--- config.mk ---
export PLATFORM = sky130hd
export DESIGN_NAME = led_chain_serial_shifter
export DESIGN_NICKNAME = d
export VERILOG_FILES = /design/src/lcs_pkg.sv /design/src/led_chain_serial_shifter.sv /design/src/lcs_ram.sv /design/src/lcs_ctrl.sv
export VERILOG_INCLUDE_DIRS = /design/src /design/src/src
export SDC_FILE = /design/constraint.sdc
export NUM_CORES = 1
export LEC_CHECK = 0
export ABC_AREA = 0
export BUFFER_PORTS_ARGS = -buffer_cell sky130_fd_sc_hd__buf_2
export CORE_MARGIN = 3
export CORE_UTILIZATION = 60
export DETAILED_ROUTE_END_ITERATION = 10
export PLACE_DENSITY = 0.76
export RECOVER_POWER = 100
export SLEW_MARGIN = 10
export SYNTH_ARGS = -nofsm -noshare
export SYNTH_HDL_FRONTEND = slang
export SYNTH_SLANG_ARGS = --single-unit
--- constraint.sdc ---
create_clock -name clk -period 17.7 [get_ports clk]
set_input_delay 0.885 -clock clk [delete_from_list [all_inputs] [get_ports clk]]
set_output_delay 0.885 -clock clk [all_outputs]
set_load 0.01 [all_outputs]
--- src/led_chain_serial_shifter_assert.svh ---
// ---------------------------------------------------------------------------
// LED chain serial shifter assertion macros
// Concurrent check wrappers, compiled out for synthesis.
// ---------------------------------------------------------------------------
`ifndef LED_CHAIN_SERIAL_SHIFTER_ASSERT_SVH
`define LED_CHAIN_SERIAL_SHIFTER_ASSERT_SVH
`ifndef SYNTHESIS
`define LCS_ASSERT_COMB(lbl, cond, msg) \
  lbl: assert property (@(posedge clk) disable iff (rst) (cond)) else $error(msg);
`define LCS_ASSERT_NEXT(lbl, ante, cons, msg) \
  lbl: assert property (@(posedge clk) disable iff (rst) (ante) |=> (cons)) else $error(msg);
`else
`define LCS_ASSERT_COMB(lbl, cond, msg)
`define LCS_ASSERT_NEXT(lbl, ante, cons, msg)
`endif
`endif

--- src/lcs_pkg.sv ---
// ---------------------------------------------------------------------------
// LED chain serial shifter package
// Chain size, request, status and phase codes, register map and beat types.
// ---------------------------------------------------------------------------
package lcs_pkg;

  localparam int LED_COUNT = 8;
  localparam int LED_W     = (LED_COUNT > 1) ? $clog2(LED_COUNT) : 1;
  localparam int TRK_N     = 4;
  localparam int TRK_W     = 2;
  localparam int COLOR_W   = 24;

  localparam logic [LED_W-1:0] TRK_BASE = LED_W'(LED_COUNT - TRK_N);
  localparam logic [LED_W-1:0] LED_LAST = LED_W'(LED_COUNT - 1);

  localparam logic [1:0] PH_IDLE  = 2'd0;
  localparam logic [1:0] PH_START = 2'd1;
  localparam logic [1:0] PH_HIGH  = 2'd2;
  localparam logic [1:0] PH_LOW   = 2'd3;

  localparam logic [1:0] REQ_TICK  = 2'd0;
  localparam logic [1:0] REQ_SET   = 2'd1;
  localparam logic [1:0] REQ_ACT   = 2'd2;
  localparam logic [1:0] REQ_DEACT = 2'd3;

  localparam logic [1:0] ST_OK     = 2'd0;
  localparam logic [1:0] ST_NO_LED = 2'd1;
  localparam logic [1:0] ST_BUSY   = 2'd2;

  localparam logic [1:0] TAG_ZERO = 2'd0;
  localparam logic [1:0] TAG_SNAP = 2'd1;
  localparam logic [1:0] TAG_RAM  = 2'd2;

  localparam logic [1:0] DOP_HOLD = 2'd0;
  localparam logic [1:0] DOP_ZERO = 2'd1;
  localparam logic [1:0] DOP_BIT  = 2'd2;

  localparam logic [2:0] CFG_START_DELAY = 3'd0;
  localparam logic [2:0] CFG_REVERSE     = 3'd1;
  localparam logic [2:0] CFG_TRACK_A     = 3'd2;
  localparam logic [2:0] CFG_TRACK_B     = 3'd3;
  localparam logic [2:0] CFG_TRACK_C     = 3'd4;
  localparam logic [2:0] CFG_TRACK_D     = 3'd5;

  localparam logic [7:0]         START_DELAY_RST = 8'd150;
  localparam logic [COLOR_W-1:0] TRACK_A_RST     = 24'h00FF00;
  localparam logic [COLOR_W-1:0] TRACK_B_RST     = 24'h00FF00;
  localparam logic [COLOR_W-1:0] TRACK_C_RST     = 24'h0000FF;
  localparam logic [COLOR_W-1:0] TRACK_D_RST     = 24'h0000FF;

  typedef struct packed {
    logic [7:0]                     start_delay;
    logic                           reverse;
    logic [TRK_N-1:0][COLOR_W-1:0]  track;
  } cfg_t;

  typedef struct packed {
    logic       clk_lvl;
    logic [1:0] status;
    logic       busy;
    logic [1:0] dop;
    logic       src_ram;
    logic       pre_bit;
    logic [1:0] sel_byte;
    logic [2:0] sel_bit;
  } beat_t;

endpackage

--- src/led_chain_serial_shifter.sv ---
// Path: a taken request beat is registered in s1, then in the output stage.
// Throughput: one request per cycle while out_ready keeps the output stage moving,
// set by the sequencer update and the registered colour store read that feeds it.
// Reset: row tags clear so every LED shifts out zero, a frame starts with the
// reset start delay, registers take their reset values; no clearing pass is needed.
// ---------------------------------------------------------------------------
// LED chain serial shifter
// Colour store, sequencer, output stage and register port for a two-wire chain.
// ---------------------------------------------------------------------------
`include "led_chain_serial_shifter_assert.svh"

module led_chain_serial_shifter (
  input  logic        clk,
  input  logic        rst,
  input  logic        in_valid,
  output logic        in_ready,
  input  logic [1:0]  req_type,
  input  logic [7:0]  led_index,
  input  logic [7:0]  red,
  input  logic [7:0]  green,
  input  logic [7:0]  blue,
  output logic        out_valid,
  input  logic        out_ready,
  output logic        serial_clock,
  output logic        serial_data,
  output logic [1:0]  status,
  output logic        busy_res,
  input  logic        cfg_valid,
  output logic        cfg_ready,
  input  logic [2:0]  cfg_index,
  input  logic [23:0] cfg_data
);
  import lcs_pkg::*;

  cfg_t                cfg;
  beat_t               beat, s1;
  logic                s1_valid, s1_adv, accept;
  logic                data_level, data_next;
  logic                ram_we, ram_re;
  logic [TRK_W-1:0]    ram_waddr, ram_raddr;
  logic [COLOR_W-1:0]  ram_wdata, ram_rdata;

  assign cfg_ready = !rst;

  always_ff @(posedge clk) begin
    if (rst) begin
      cfg.start_delay <= START_DELAY_RST;
      cfg.reverse     <= 1'b0;
      cfg.track[0]    <= TRACK_A_RST;
      cfg.track[1]    <= TRACK_B_RST;
      cfg.track[2]    <= TRACK_C_RST;
      cfg.track[3]    <= TRACK_D_RST;
    end else if (cfg_valid) begin
      unique case (cfg_index)
        CFG_START_DELAY: cfg.start_delay <= cfg_data[7:0];
        CFG_REVERSE:     cfg.reverse     <= cfg_data[0];
        CFG_TRACK_A:     cfg.track[0]    <= cfg_data;
        CFG_TRACK_B:     cfg.track[1]    <= cfg_data;
        CFG_TRACK_C:     cfg.track[2]    <= cfg_data;
        CFG_TRACK_D:     cfg.track[3]    <= cfg_data;
        default: ;
      endcase
    end
  end

  assign s1_adv   = s1_valid && (!out_valid || out_ready);
  assign in_ready = !rst && (!s1_valid || s1_adv);
  assign accept   = in_valid && in_ready;

  lcs_ctrl u_ctrl (
    .clk       (clk),
    .rst       (rst),
    .accept    (accept),
    .req_type  (req_type),
    .led_index (led_index),
    .red       (red),
    .green     (green),
    .blue      (blue),
    .cfg       (cfg),
    .beat      (beat),
    .ram_we    (ram_we),
    .ram_waddr (ram_waddr),
    .ram_wdata (ram_wdata),
    .ram_re    (ram_re),
    .ram_raddr (ram_raddr)
  );

  lcs_ram #(
    .WIDTH (COLOR_W),
    .DEPTH (TRK_N)
  ) u_store (
    .clk   (clk),
    .we    (ram_we),
    .waddr (ram_waddr),
    .wdata (ram_wdata),
    .re    (ram_re),
    .raddr (ram_raddr),
    .rdata (ram_rdata)
  );

  always_ff @(posedge clk) begin
    if (rst) begin
      s1_valid <= 1'b0;
    end else if (accept) begin
      s1_valid <= 1'b1;
    end else if (s1_adv) begin
      s1_valid <= 1'b0;
    end
  end

  always_ff @(posedge clk) begin
    if (accept) begin
      s1 <= beat;
    end
  end

  always_comb begin
    case (s1.dop)
      DOP_ZERO: data_next = 1'b0;
      DOP_BIT:  data_next = s1.src_ram ? ram_rdata[{s1.sel_byte, s1.sel_bit}] : s1.pre_bit;
      default:  data_next = data_level;
    endcase
  end

  always_ff @(posedge clk) begin
    if (rst) begin
      out_valid  <= 1'b0;
      data_level <= 1'b0;
    end else if (s1_adv) begin
      out_valid  <= 1'b1;
      data_level <= data_next;
    end else if (out_ready) begin
      out_valid  <= 1'b0;
    end
  end

  always_ff @(posedge clk) begin
    if (s1_adv) begin
      serial_clock <= s1.clk_lvl;
      status       <= s1.status;
      busy_res     <= s1.busy;
    end
  end

  assign serial_data = data_level;

  `LCS_ASSERT_COMB(a_no_overrun, !(accept && s1_valid && out_valid && !out_ready), "stage overrun")
  `LCS_ASSERT_NEXT(a_out_loaded, s1_adv, out_valid, "output stage lost a beat")
  `LCS_ASSERT_COMB(a_idle_clock_high, !(out_valid && !busy_res) || serial_clock, "idle clock low")

endmodule

--- src/lcs_ram.sv ---
// ---------------------------------------------------------------------------
// Generic single-port-write RAM
// One write and one read port, read data registered.
// ---------------------------------------------------------------------------
module lcs_ram #(
  parameter int WIDTH = 8,
  parameter int DEPTH = 4,
  localparam int AW = (DEPTH > 1) ? $clog2(DEPTH) : 1
) (
  input  logic             clk,
  input  logic             we,
  input  logic [AW-1:0]    waddr,
  input  logic [WIDTH-1:0] wdata,
  input  logic             re,
  input  logic [AW-1:0]    raddr,
  output logic [WIDTH-1:0] rdata
);

  logic [WIDTH-1:0] mem [DEPTH];

  always_ff @(posedge clk) begin
    if (we) begin
      mem[waddr] <= wdata;
    end
    if (re) begin
      rdata <= mem[raddr];
    end
  end

endmodule

--- src/lcs_ctrl.sv ---
// ---------------------------------------------------------------------------
// LED chain serial shifter sequencer
// Frame phase, bit position, row tags and store write and read requests.
// ---------------------------------------------------------------------------
module lcs_ctrl (
  input  logic                        clk,
  input  logic                        rst,
  input  logic                        accept,
  input  logic [1:0]                  req_type,
  input  logic [7:0]                  led_index,
  input  logic [7:0]                  red,
  input  logic [7:0]                  green,
  input  logic [7:0]                  blue,
  input  lcs_pkg::cfg_t               cfg,
  output lcs_pkg::beat_t              beat,
  output logic                        ram_we,
  output logic [lcs_pkg::TRK_W-1:0]   ram_waddr,
  output logic [lcs_pkg::COLOR_W-1:0] ram_wdata,
  output logic                        ram_re,
  output logic [lcs_pkg::TRK_W-1:0]   ram_raddr
);
  import lcs_pkg::*;

  logic [1:0]       phase, phase_next;
  logic [LED_W-1:0] led_pos, led_next;
  logic [1:0]       byte_pos, byte_next;
  logic [3:0]       bit_pos, bit_next;
  logic [7:0]       delay_count, delay_next;
  logic             clk_lvl, clk_next;
  logic [TRK_N-1:0][1:0]         tag, tag_next;
  logic [TRK_N-1:0][COLOR_W-1:0] snap, snap_next;

  logic             adv_bump, adv_wrap, adv_done;
  logic [3:0]       adv_bit, emit_bit;
  logic [1:0]       adv_byte, sel_byte;
  logic [LED_W-1:0] adv_led;
  logic             tracked;
  logic [TRK_W-1:0] trk;
  logic             emit, set_ok;
  logic [1:0]       status, dop;

  always_comb begin
    adv_bump = (bit_pos == 4'd0);
    adv_wrap = adv_bump && (byte_pos == 2'd2);
    adv_done = adv_wrap && (led_pos == LED_LAST);
    adv_bit  = adv_bump ? 4'd8 : bit_pos;
    adv_byte = adv_wrap ? 2'd0 : (adv_bump ? 2'(byte_pos + 2'd1) : byte_pos);
    adv_led  = adv_done ? '0 : (adv_wrap ? LED_W'(led_pos + 1'b1) : led_pos);
    emit_bit = adv_bit - 4'd1;
    sel_byte = cfg.reverse ? 2'(2'd2 - adv_byte) : adv_byte;
    tracked  = (adv_led >= TRK_BASE);
    trk      = TRK_W'(adv_led - TRK_BASE);
  end

  always_comb begin
    phase_next = phase;
    led_next   = led_pos;
    byte_next  = byte_pos;
    bit_next   = bit_pos;
    delay_next = delay_count;
    clk_next   = clk_lvl;
    tag_next   = tag;
    snap_next  = snap;
    status     = ST_OK;
    dop        = DOP_HOLD;
    emit       = 1'b0;
    set_ok     = 1'b0;
    unique case (req_type)
      REQ_TICK: begin
        unique case (phase)
          PH_START: begin
            clk_next = 1'b0;
            if (delay_count == 8'd0) begin
              emit       = 1'b1;
              phase_next = PH_HIGH;
            end else begin
              delay_next = delay_count - 8'd1;
            end
          end
          PH_HIGH: begin
            clk_next   = 1'b1;
            led_next   = adv_led;
            byte_next  = adv_byte;
            bit_next   = adv_bit;
            phase_next = adv_done ? PH_IDLE : PH_LOW;
          end
          PH_LOW: begin
            clk_next   = 1'b0;
            emit       = 1'b1;
            phase_next = PH_HIGH;
          end
          PH_IDLE: begin
            clk_next = 1'b1;
            dop      = DOP_ZERO;
          end
        endcase
      end
      REQ_SET: begin
        if (led_index > 8'd3) begin
          status = ST_NO_LED;
        end else if (phase != PH_IDLE) begin
          status = ST_BUSY;
        end else begin
          set_ok                     = 1'b1;
          tag_next[led_index[1:0]]   = TAG_RAM;
          phase_next                 = PH_START;
          delay_next                 = cfg.start_delay;
        end
      end
      REQ_ACT: begin
        snap_next  = cfg.track;
        tag_next   = {TRK_N{TAG_SNAP}};
        phase_next = PH_START;
        delay_next = cfg.start_delay;
      end
      REQ_DEACT: begin
        tag_next   = {TRK_N{TAG_ZERO}};
        phase_next = PH_START;
        delay_next = cfg.start_delay;
      end
    endcase
    if (emit) begin
      led_next  = adv_led;
      byte_next = adv_byte;
      bit_next  = emit_bit;
      dop       = DOP_BIT;
    end
  end

  always_comb begin
    beat.clk_lvl  = clk_next;
    beat.status   = status;
    beat.busy     = (phase_next != PH_IDLE);
    beat.dop      = dop;
    beat.src_ram  = tracked && (tag[trk] == TAG_RAM);
    beat.pre_bit  = tracked && (tag[trk] == TAG_SNAP) && snap[trk][{sel_byte, emit_bit[2:0]}];
    beat.sel_byte = sel_byte;
    beat.sel_bit  = emit_bit[2:0];
  end

  assign ram_we    = accept && set_ok;
  assign ram_waddr = led_index[TRK_W-1:0];
  assign ram_wdata = {red, green, blue};
  assign ram_re    = accept && emit;
  assign ram_raddr = trk;

  always_ff @(posedge clk) begin
    if (rst) begin
      phase       <= PH_START;
      led_pos     <= '0;
      byte_pos    <= 2'd0;
      bit_pos     <= 4'd8;
      delay_count <= START_DELAY_RST;
      clk_lvl     <= 1'b1;
      tag         <= {TRK_N{TAG_ZERO}};
    end else if (accept) begin
      phase       <= phase_next;
      led_pos     <= led_next;
      byte_pos    <= byte_next;
      bit_pos     <= bit_next;
      delay_count <= delay_next;
      clk_lvl     <= clk_next;
      tag         <= tag_next;
    end
  end

  always_ff @(posedge clk) begin
    if (accept) begin
      snap <= snap_next;
    end
  end

endmodule

==> impl_results.md <==
* First-pass GRT wire length at 50,800 µm
* Startpoint Class: primary input
* Reg2reg path depth at 7
* Fin crit share at between 40% and 50%
* Post-synth EDFFs at roughly 230
* Gr busiest metal: met2
* Synthesis-to-layout area growth at 11.8%
* Commonest non-fill, non-tap cell in the layout: nand2_1
* Mapped Nets at approximately 1,300
* Pwr/cell area at about 110 mW/mm²
* Remaining DRCs at 0
* LEAKAGE at 5.57 nW
* Asr flop ratio synth at 0%
* Worst-Skew Late Latency at 0.51 ns
* Met2 Usage GRT at just over 40%
* Synth warn at 0
* Critical path arrival at 8.62 ns
* Htree depth at 2
* Max-cap violation count at 11
* Ant diodes at 0
* M1 GR Usage at a little over a third
* Worst path slowest cell: clkbuf_1
* Vias in the first global route at 9,482
* Global-route usage over all layers at 24.9%
* Post-CTS setup buffers at 0
* Hold path depth at 0
* GRT Residual Overflow at 0
* Vias per inst at just under 6
* Initial DRC count at 1,061
* Post-CTS Resized at 0
* Commonest cells after routing, fill and taps aside: nand2_1 (400), edfxtp_1 (233), dfxtp_1 (136), a21oi_1 (90), nand3_1 (57)
* Post-Layout Inst Area at 0.0160 mm²
* Post-Place Cell Area at 0.0150 mm²
* Final Net Count at 1,406
* Final TNS setup at 0 ns
* R2R setup slack at 11.09 ns
* Synth cell types at 56
* Initial core utilization at 62.0%
* Synth Flop Type: edfxtp_1
* Switch Pwr at approximately 0.00035 W
* Register share of total power at between 50 and 60%
* Max-slew violation count at 445
* DR vias at 9,849
* Setup violators final at 0
* Hold Crit Class: flop to flop
* Clock Power Share at 42.9%
* Fraction of layout cells with a size suffix above 1 at between 9 and 10%
* Buffers on Ports at 73
* Die X at 160 µm
* Netlist Area Pre-Place at 0.0143 mm²
* Row count at 55
* Comb pwr share at 3.3%
* Drt total wl at 32,200 µm
* Largest net degree at the start of global routing at 90
* Seq cells post-synth at 369
* Io pins at 74
* Post-DRT Antenna Nets at 0
* Avg Inst Size Synth at 11.3 µm²
* Clock buffer depth at 3
* CP cell instances: buf_2 > clkbuf_1 > a21oi_1 > nand2_1 > inv_1 > nand2_1 > nor2_1 > clkbuf_1
* Critical path origin: rst
* Clock sinks at 369
* Net Sw Frac at 20.3%
* CTS buffer count at 36
* Failing checks: capacitance limit, slew limit
* Clk slew on worst S/H paths at roughly 0.06 ns
* Largest fanout on the critical path at 89
* CTS tree: built
* Die Ht at 160 µm
* Outcome: complete, but fails checks
* Sequential fraction of the synthesis area at between 60% and 70%
* Root Buffer: clkbuf_16
* R2r endpoint: u_ctrl.snap[33]
* Worst slew pin tran at 4.27 ns
* Unrepaired setup endpoints after global routing: false
* Max VDD drop at ~0.000081 V
* Hold WS at 0.419 ns
* Crit end category: flop
* Die area at 0.0257 mm²
* M3 GR Usage at 3.82%
* Req. time, crit path at between 15 and 20 ns
* Slew headroom at -185%
* Fin util at 69.3%
* Crit path largest cell delay at 2.88 ns
* Mapped Cells at 1,269
* Fill count at about 1,700
* Final Hold Viols at 0
* Initial antenna violation count at 0
* WL/cell at 19.3 µm
* Detailed Routing Iterations Pass 1 at 5
* RD Place Congestion at 0.824
* Post-DP HPWL at approximately 19,000 µm
* R2R Path Start: out_valid
* CORE AREA at 0.0231 mm²
* Setup CP Type: primary input to flop
* Power Internal at 0.00138 W
* CP endpoint: u_ctrl.snap[33]
* Fmax at between 100 and 150 MHz
* Clock skew at between 0.01 and 0.015 ns
* CTS hold repair buffers at 0
* Fin crit period at 8.60 ns
-- power groups by stage --
stage / clock network, W / registers, W / logic (W)
5_1_grt: 0.000786 / 0.000933 / 0.0000645
3_3_place_gp: 0 / 0.000949 / 0.0000571
4_1_cts: 0.000752 / 0.000931 / 0.0000590
6_report: 0.000745 / 0.000932 / 0.0000581
2_1_floorplan: 0 / 0.000949 / 0.0000330
3_5_place_dp: 0 / 0.000950 / 0.0000585
-- worst max-delay path, delay by kind of cell --
family | cells | cell delay (ns)
AOI/OAI and AO/OA | 1 | 0.70
buffers and inverters | 4 | 4.97
and+or+nand+nor | 3 | 1.99
-- flip-flops by register name, indices dropped and copies added, names as in the netlist, 2 cells and up --
signal	flops
cfg	105
u_ctrl.snap	96
u_store.mem	96
u_store.rdata	24
s1	13
u_ctrl.delay_count	8
u_ctrl.tag	8
u_ctrl.bit_pos	4
u_ctrl.led_pos	3
status	2
u_ctrl.byte_pos	2
u_ctrl.phase	2
-- worst min-delay path by stage --
stage               slack [ns]  startpoint              end
finish                    0.42     cfg[67]  u_ctrl.snap[67]
CTS                       0.42     cfg[21]  u_ctrl.snap[21]
global placement          0.40       s1[9]         busy_res
global route              0.43      s1[12]     serial_clock
detailed placement        0.41       s1[9]         busy_res
floorplan                 0.40       s1[9]         busy_res
-- through the flow --
| stage | cells | setup WS (ns) | power (W) |
|---|---|---|---|
| floorplan | 1269 | 11.01 | 0.000981 |
| global placement | 1608 | 13.22 | 0.00101 |
| detailed placement | 1608 | 13.17 | 0.00101 |
| CTS | 1672 | 13.70 | 0.00174 |
| global route | 1672 | 8.23 | 0.00178 |
| finish | 1672 | 9.10 | 0.00173 |
-- cells by family after synthesis --
| group | synth area share, % |
|---|---|
| and+or+nand+nor | 17.6 |
| xor gates and xnor gates | 0.245 |
| adders and majority gates | 0.613 |
| muxes | 3.56 |
| buffers and inverters | 2.65 |
| DFF | 68.0 |
| AOI/OAI and AO/OA | 7.32 |
-- routing by layer --
metal  up-vias  wire length [µm]
li1       4605                 -
met1      4729             13400
met2       454             15500
met3        61              2600
met4         0               651
met5         -                 0
-- synth_stat cells (4+ instances only) --
| cell type | n | share of area, % |
|---|---|---|
| mux4_2 | 9 | 1.4 |
| nor3_1 | 11 | 0.39 |
| ha_1 | 7 | 0.61 |
| a31o_2 | 4 | 0.25 |
| a21oi_1 | 90 | 3.2 |
| o22ai_1 | 4 | 0.17 |
| mux2i_1 | 19 | 1.3 |
| o21ai_0 | 12 | 0.42 |
| nand2b_1 | 4 | 0.17 |
| inv_1 | 16 | 0.42 |
| nand2_1 | 400 | 11 |
| a31oi_1 | 35 | 1.5 |
| xnor2_1 | 4 | 0.25 |
| a21boi_0 | 4 | 0.21 |
| nor2b_1 | 9 | 0.39 |
| nand3_1 | 57 | 2.0 |
| a32oi_1 | 7 | 0.43 |
| buf_2 | 10 | 0.35 |
| a211oi_1 | 6 | 0.32 |
| and3_1 | 29 | 1.3 |
| nor2_1 | 50 | 1.3 |
| nand4_1 | 11 | 0.48 |
| dfxtp_1 | 136 | 19 |
| clkbuf_1 | 49 | 1.3 |
| nor3b_1 | 4 | 0.21 |
| edfxtp_1 | 233 | 49 |
-- area by class of cell --
class | instances | area (µm²) | share of cell area [%]
multi-input combinational | 815 | 4230 | 26.4
clock inverter | 14 | 113 | 0.705
sequential | 369 | 9720 | 60.8
inverter | 18 | 67.6 | 0.423
tap | 313 | 392 | 2.45
timing repair buffer | 93 | 429 | 2.69
clock buffer | 50 | 1040 | 6.49
Power figures use the tool's default switching activity.
